## config.mk

```make
export PLATFORM = sky130hd
export DESIGN_NAME = key_debounce_autorepeat
export DESIGN_NICKNAME = d
export VERILOG_FILES = /design/src/hw/rtl/kda_pkg.sv /design/src/hw/rtl/kda_lane.sv /design/src/hw/rtl/kda_merge.sv /design/src/hw/rtl/key_debounce_autorepeat.sv
export SDC_FILE = /design/constraint.sdc
export NUM_CORES = 2
export LEC_CHECK = 0
export BUFFER_PORTS_ARGS = -buffer_cell sky130_fd_sc_hd__buf_2
export CORE_MARGIN = 4
export CORE_UTILIZATION = 37
export CTS_CLUSTER_SIZE = 30
export DETAILED_ROUTE_END_ITERATION = 10
export PLACE_DENSITY = 0.55
export SYNTH_ARGS = -nofsm -noshare
export SYNTH_HDL_FRONTEND = slang
export SYNTH_SLANG_ARGS = --single-unit
export TNS_END_PERCENT = 100
```

## constraint.sdc

```tcl
create_clock -name i_clk -period 7.6 [get_ports i_clk]
set_clock_uncertainty 0.1 [all_clocks]
set_input_delay 1.9 -clock i_clk [delete_from_list [all_inputs] [get_ports i_clk]]
set_output_delay 1.9 -clock i_clk [all_outputs]
set_load 0.005 [all_outputs]
```

## src/hw/rtl/kda_pkg.sv

```systemverilog
// Shared types and constants for the key debounce and auto-repeat block.
package kda_pkg;

    localparam int TIME_W       = 32;
    localparam int CFG_W        = 16;
    localparam int LEVEL_BITS   = 3;
    localparam int KEY_CODE_W   = 2;
    localparam int CFG_IDX_W    = 2;
    localparam int NUM_KEYS_DEF = 3;

    localparam logic [CFG_W-1:0] DEBOUNCE_RST   = 16'd50;
    localparam logic [CFG_W-1:0] LONG_PRESS_RST = 16'd500;
    localparam logic [CFG_W-1:0] REPEAT_RST     = 16'd10;

    typedef enum logic [CFG_IDX_W-1:0] {
        CFG_DEBOUNCE   = 2'd0,
        CFG_LONG_PRESS = 2'd1,
        CFG_REPEAT     = 2'd2
    } t_cfg_idx;

    typedef logic [TIME_W-1:0]     t_time;
    typedef logic [KEY_CODE_W-1:0] t_key_code;

    typedef struct packed {
        logic [CFG_W-1:0] debounce_ms;
        logic [CFG_W-1:0] long_press_ms;
        logic [CFG_W-1:0] repeat_ms;
    } t_cfg;

endpackage

```

## src/hw/rtl/kda_lane.sv

```systemverilog
// One key lane: debounce, press detection, long press and repeat timing.
module kda_lane (
    input  logic          i_clk,
    input  logic          i_rst_n,
    input  logic          i_update,
    input  kda_pkg::t_time i_now_ms,
    input  logic          i_level,
    input  kda_pkg::t_cfg  i_cfg,
    output logic          o_hit
);
    import kda_pkg::*;

    logic  r_raw, r_stable, r_held, r_rep_flag;
    t_time r_change, r_press, r_rep_time;

    logic  changed, settled, stable_diff, long_due, rep_due;
    t_time el_change, el_press, el_rep;

    assign changed   = (i_level != r_raw);
    assign el_change = i_now_ms - r_change;
    assign el_press  = i_now_ms - r_press;
    assign el_rep    = i_now_ms - r_rep_time;

    // a fresh level change restarts the timer, so it can never be settled
    assign settled     = !changed && (el_change > {{(TIME_W-CFG_W){1'b0}}, i_cfg.debounce_ms});
    assign stable_diff = (r_stable != r_raw);
    assign long_due    = !r_rep_flag
                         && (el_press > {{(TIME_W-CFG_W){1'b0}}, i_cfg.long_press_ms});
    assign rep_due     = r_rep_flag
                         && (el_rep > {{(TIME_W-CFG_W){1'b0}}, i_cfg.repeat_ms});

    always_comb begin
        o_hit = 1'b0;
        if (settled) begin
            if (stable_diff) begin
                o_hit = !i_level;
            end else begin
                o_hit = r_held && (long_due || rep_due);
            end
        end
    end

    always_ff @(posedge i_clk) begin
        if (!i_rst_n) begin
            r_raw      <= 1'b1;
            r_stable   <= 1'b1;
            r_held     <= 1'b0;
            r_rep_flag <= 1'b0;
            r_change   <= '0;
            r_press    <= '0;
            r_rep_time <= '0;
        end else if (i_update) begin
            r_raw <= i_level;
            if (changed) begin
                r_change <= i_now_ms;
            end
            if (settled) begin
                if (stable_diff) begin
                    r_stable   <= i_level;
                    r_rep_flag <= 1'b0;
                    if (!i_level) begin
                        r_press    <= i_now_ms;
                        r_rep_time <= i_now_ms;
                        r_held     <= 1'b1;
                    end else begin
                        r_held <= 1'b0;
                    end
                end else if (r_held) begin
                    if (long_due) begin
                        r_rep_flag <= 1'b1;
                        r_rep_time <= i_now_ms;
                    end else if (rep_due) begin
                        r_rep_time <= i_now_ms;
                    end
                end
            end
        end
    end

endmodule

```

## src/hw/rtl/kda_merge.sv

```systemverilog
// Priority merge: lowest reporting key wins and masks the keys above it.
module kda_merge #(
    parameter int NUM_KEYS = kda_pkg::NUM_KEYS_DEF
) (
    input  logic [NUM_KEYS-1:0] i_hit,
    output logic [NUM_KEYS-1:0] o_sample,
    output kda_pkg::t_key_code   o_key_code
);
    import kda_pkg::*;

    always_comb begin
        o_sample[0] = 1'b1;
        for (int k = 1; k < NUM_KEYS; k++) begin
            o_sample[k] = o_sample[k-1] && !i_hit[k-1];
        end
    end

    // scan from the top so the lowest hit index is written last
    always_comb begin
        o_key_code = '0;
        for (int k = NUM_KEYS - 1; k >= 0; k--) begin
            if (i_hit[k]) begin
                o_key_code = KEY_CODE_W'(k + 1);
            end
        end
    end

endmodule

```

## src/hw/rtl/key_debounce_autorepeat.sv

```systemverilog
// Key debounce and auto-repeat scanner: top level with lanes, merge and output skid.
// Each scan's key code is registered into the output slot, or into the skid slot when the output stalls.
// Throughput: one scan per cycle while o_in_stall is low; all key lanes evaluate their timers
// in parallel, and a two-entry output register/skid keeps intake open.
// Reset (i_rst_n low, synchronous): thresholds return to 50/500/10 ms, all keys
// read released with timers at zero, and both output slots empty.
module key_debounce_autorepeat #(
    parameter int NUM_KEYS = kda_pkg::NUM_KEYS_DEF
) (
    input  logic                               i_clk,
    input  logic                               i_rst_n,
    input  logic                               i_in_valid,
    output logic                               o_in_stall,
    input  logic [kda_pkg::TIME_W-1:0]         i_now_ms,
    input  logic [kda_pkg::LEVEL_BITS-1:0]     i_key_levels,
    output logic                               o_out_valid,
    input  logic                               i_out_stall,
    output logic [kda_pkg::KEY_CODE_W-1:0]     o_key_code,
    input  logic                               i_cfg_valid,
    output logic                               o_cfg_ready,
    input  logic [kda_pkg::CFG_IDX_W-1:0]      i_cfg_index,
    input  logic [kda_pkg::CFG_W-1:0]          i_cfg_data
);
    import kda_pkg::*;

    t_cfg              r_cfg;
    logic              in_xfer, out_free;
    logic [NUM_KEYS-1:0] hit, sample;
    t_key_code         scan_code;

    logic      r_out_valid, r_skid_valid;
    t_key_code r_out_code, r_skid_code;

    assign o_cfg_ready = 1'b1;

    always_ff @(posedge i_clk) begin
        if (!i_rst_n) begin
            r_cfg.debounce_ms   <= DEBOUNCE_RST;
            r_cfg.long_press_ms <= LONG_PRESS_RST;
            r_cfg.repeat_ms     <= REPEAT_RST;
        end else if (i_cfg_valid) begin
            case (i_cfg_index)
                CFG_DEBOUNCE:   r_cfg.debounce_ms   <= i_cfg_data;
                CFG_LONG_PRESS: r_cfg.long_press_ms <= i_cfg_data;
                CFG_REPEAT:     r_cfg.repeat_ms     <= i_cfg_data;
                default: ;
            endcase
        end
    end

    assign o_in_stall = r_skid_valid;
    assign in_xfer    = i_in_valid && !r_skid_valid;

    for (genvar k = 0; k < NUM_KEYS; k++) begin : g_lane
        logic level;
        if (k < LEVEL_BITS) begin : g_wired
            assign level = i_key_levels[k];
        end else begin : g_open
            assign level = 1'b1;
        end

        kda_lane u_lane (
            .i_clk    (i_clk),
            .i_rst_n  (i_rst_n),
            .i_update (in_xfer && sample[k]),
            .i_now_ms (i_now_ms),
            .i_level  (level),
            .i_cfg    (r_cfg),
            .o_hit    (hit[k])
        );
    end

    kda_merge #(
        .NUM_KEYS (NUM_KEYS)
    ) u_merge (
        .i_hit      (hit),
        .o_sample   (sample),
        .o_key_code (scan_code)
    );

    // output slot frees when empty or when its transfer completes
    assign out_free = !r_out_valid || !i_out_stall;

    always_ff @(posedge i_clk) begin
        if (!i_rst_n) begin
            r_out_valid  <= 1'b0;
            r_skid_valid <= 1'b0;
        end else if (out_free) begin
            r_out_valid  <= r_skid_valid || in_xfer;
            r_skid_valid <= 1'b0;
        end else if (in_xfer) begin
            r_skid_valid <= 1'b1;
        end
    end

    always_ff @(posedge i_clk) begin
        if (out_free) begin
            r_out_code <= r_skid_valid ? r_skid_code : scan_code;
        end else if (in_xfer) begin
            r_skid_code <= scan_code;
        end
    end

    assign o_out_valid = r_out_valid;
    assign o_key_code  = r_out_code;

endmodule

```

==> key figures <==
Power and ir drop
  – Pleak: 0.01584 uW
  – Comb pwr share: 37.2%
  – Peak VDD IR: 0.1724 mV
  – Cell-internal power: between 4000 and 5000 uW
  – Pwr/cell area: between 150 and 200 nW/um^2
  – Total power draw: 6640 uW
  – Net Sw Power: 2464 uW
  – Register share of total power: between 20% and 30%
  – Clk pwr share: ~33%
  – Switching Share: 37.11%

Setup path
  – Crit-path slowest cell: or4_4
  – Crit-path max FO: 18
  – Reg2Reg Depth: 23
  – Crit-path max cell delay: 0.58 ns
  – Worst EP required: ~8.0 ns
  – R2R Path End: g_lane[2].u_lane.r_press[26]$_SDFFE_PN0P_
  – CP Launch Type: primary input
  – WP data arrival: between 7 and 8 ns
  – Setup CP Type: primary input to flop
  – Critical path capture point type: flop
  – R2R setup slack: 1.43 ns
  – Reg-to-Reg Start: g_lane[1].u_lane.r_press[0]$_SDFFE_PN0P_

Synth
  – Number of flops mapped to enable cells by yosys: 4
  – Synth area leaders: dfxtp_1, ha_1, mux2i_1
  – Cell variety after synth: 93
  – Cell taking the most area after synthesis: dfxtp_1
  – Seq/Total Area, Yosys: 20.78%
  – Ys Warns: 0
  – Syn nets: 5108
  – Post-Syn Instances: 4618
  – Share of the synthesized area in the top cell type: 20.43%
  – Mapped Avg Cell Area: 7.428 sq um
  – Mapped Area: 34300 sq um
  – Top FF cell, synth: dfxtp_1
  – Yosys reg bits: 354
  – Ys async rst share: 0%

STA
  – Setup tns final: 0 ns
  – Max Fclk: 136.9 MHz
  – Final setup violating endpoints: 0
  – Worst slew margin: 22.44%
  – Fin crit period: 7.303 ns
  – Final hold vios: 0
  – RSZ-0062 raised after global routing: no
  – Setup ws final: slightly below 0.3 ns
  – Slew at the pin closest to its max-slew limit: 1.158 ns
  – Final worst-path cycle share: 96.09%
  – Slew Limit Fails: 0

Global routing
  – First-pass GRT wire length: between 150 and 200 mm
  – Gr usage total: 25.69%
  – Total gr overflow: 0
  – Initial antenna violation count: 4
  – Pin count of the biggest net entering global routing: 77
  – Vias in the first global route: about 32000

Finish
  – Area added between synthesis and finish: 14.39%
  – Most common cell after layout, fill and taps aside: nand2_1
  – Final Non-Filler Cells: 6082
  – Fillers: about 9500
  – Share of cells above drive strength 1: 9.597%
  – Most frequent cells in the layout: nand2_1, a21oi_1, ha_1, inv_1, dfxtp_1
  – Util after Layout: 42.74%
  – Nets: 5292

Place
  – IO Port Bufs: around 60
  – Pre-CTS setup slack: -0.3902 ns
  – Placed cells: between 5000 and 6000
  – Hpwl dp: about 100 mm
  – GPL Wtd Cong: 0.9912

CTS
  – CTS Sinks: 354
  – CTS tree: yes
  – Number of CTS-inserted buffers: 46
  – Clock-pin slew on the worst setup and hold paths: 0.06 ns
  – H-tree depth: 2
  – CTS root buf: clkbuf_16
  – Max clock buf depth: 3
  – Worst-Skew Late Latency: 0.62 ns

Drt
  – DRC: 0
  – DR pass1 iterations: 6
  – Post-route ant nets: 0
  – 1st-iter DRT viols: 2752
  – Final WL: 130.8 mm
  – DR vias/cell: 5.703
  – Routed WL per cell: 21.50 um
  – DR vias: 34690

Run
  – Max Cap Violations: 0

Floorplan
  – # rows: 111
  – Total I/O pin count: 63
  – Die W: ~310 um
  – Die Ht: 312.5 um
  – Initial Utilization: 37.36%
  – Core Box Area: 91800 sq um
  – Die area: 97640 sq um

Worst hold path
  – Hold Crit Start: g_lane[0].u_lane.r_change[14]$_SDFFE_PN0P_
  – Hold path depth: 2
  – HP Class: flop to flop
  – Hold Path End: g_lane[0].u_lane.r_change[14]$_SDFFE_PN0P_

Outcome
  – Status: finished, final reports clean
## area by class of cell
class	instances	area, sq um	area share [%]
Inverter	391	1473	3.753
Sequential cell	354	7127	18.16
Antenna cell	4	10.01	0.02551
Timing Repair Buffer	339	2661	6.783
Clock inverter	21	219.0	0.5580
Multi-Input combinational cell	3670	24940	63.56
Clock buffer	60	1254	3.195
Tap cell	1243	1555	3.964
## repair_timing
item                       4_1_cts  5_1_grt
resized for setup                0       10
buffers inserted                 0        0
hold endpoints to repair         0        0
setup endpoints to repair        0      163
hold buffers                     0        0
## worst max-delay path: cells and delay by family
kind | cells | cell delay, ns
XOR/XNOR | 1 | 0.16
buffers and inverters | 4 | 0.53
AO/OA/AOI/OAI | 7 | 1.62
adder cells (fa/ha/maj) | 3 | 0.85
AND/OR/NAND/NOR | 9 | 2.43
multiplexers | 1 | 0.13
## registers in the layout (all words and copies together) (netlist names)
signal / cells
g_lane.u_lane.r_change: 96
g_lane.u_lane.r_press: 96
g_lane.u_lane.r_rep_time: 96
r_cfg: 48
g_lane.u_lane.r_held: 3
g_lane.u_lane.r_raw: 3
g_lane.u_lane.r_rep_flag: 3
g_lane.u_lane.r_stable: 3
o_key_code: 2
r_skid_code: 2
o_in_stall: 1
o_out_valid: 1
## logic make-up after synthesis
group                    Yosys count  share of synthesized area (%)
XOR/XNOR                         187                          4.775
AO/OA/AOI/OAI                   1309                          24.06
buffers and inverters            594                          6.792
flip-flops                       354                          20.78
other                              1                        0.01093
adder cells (fa/ha/maj)          432                          15.96
AND/OR/NAND/NOR                 1483                          20.07
multiplexers                     258                          7.562
## worst max-delay path by stage
stage,start,endpoint,depth (start not counted)
floorplan,i_now_ms[0],g_lane[2].u_lane.r_stable$_SDFFE_PN1P_,24
global placement,i_now_ms[0],g_lane[2].u_lane.r_press[25]$_SDFFE_PN0P_,25
detailed placement,i_now_ms[0],g_lane[2].u_lane.r_press[26]$_SDFFE_PN0P_,28
CTS,i_now_ms[0],g_lane[2].u_lane.r_press[26]$_SDFFE_PN0P_,28
global route,i_now_ms[0],g_lane[2].u_lane.r_press[23]$_SDFFE_PN0P_,26
finish,i_now_ms[0],g_lane[2].u_lane.r_press[26]$_SDFFE_PN0P_,25
## metal layers
| metal | vias up | part of all wire [%] | track usage [%] |
|---|---|---|---|
| met5 | - | 0 | 0 |
| met4 | 0 | 3.9 | 8.676 |
| met3 | 193 | 6.8 | 3.528 |
| met2 | 1018 | 43 | 40.44 |
| met1 | 16540 | 46 | 36.04 |
| li1 | 16930 | - | - |
## power groups by stage
| stage | Clock, uW | Sequential [uW] | Combinational (uW) |
|---|---|---|---|
| 2_1_floorplan | 0 | 2000 | 1610 |
| 3_3_place_gp | 0 | 2020 | 2400 |
| 3_5_place_dp | 0 | 2020 | 2410 |
| 4_1_cts | 2240 | 1980 | 2430 |
| 5_1_grt | 2310 | 1990 | 2710 |
| 6_report | 2190 | 1980 | 2470 |
## per-stage QoR
stage / hold slack, ns / cell area [sq um]
3_3_place_gp: 0.3415 / 37700
3_5_place_dp: 0.3463 / 37700
5_1_grt: 0.3663 / 39230
4_1_cts: 0.3545 / 39170
2_1_floorplan: 0.3347 / 34300
6_report: 0.3540 / 39240
## synthesized netlist by cell type (9+ instances only)
cell and n:
nand4_1 95, a211o_1 11, o311ai_0 9, a2111oi_0 14
o2111ai_1 20, a31oi_1 31, a221oi_1 11, nand3b_1 12
and2_1 24, or2_2 9, buf_2 32, ha_1 423
xnor2_1 117, a211oi_1 43, o211ai_1 75, a21oi_1 470
dfxtp_1 350, xor2_1 70, nor2_1 295, nand2_1 631
clkbuf_1 162, or3_1 27, o31ai_1 17, a21o_1 116
o22ai_1 14, o21a_1 61, nand2b_1 51, o21bai_1 26
fa_1 9, or4_1 14, nand3_1 115, inv_1 390
a311oi_1 9, nor2b_1 34, o221ai_1 11, a41oi_1 9
o31a_1 11, nor3_1 70, a21boi_0 15, and4_1 9
mux2_2 9, mux2i_1 249, nor4_1 23, and3_1 35
o21ai_0 252
Power figures use the tool's default switching activity.
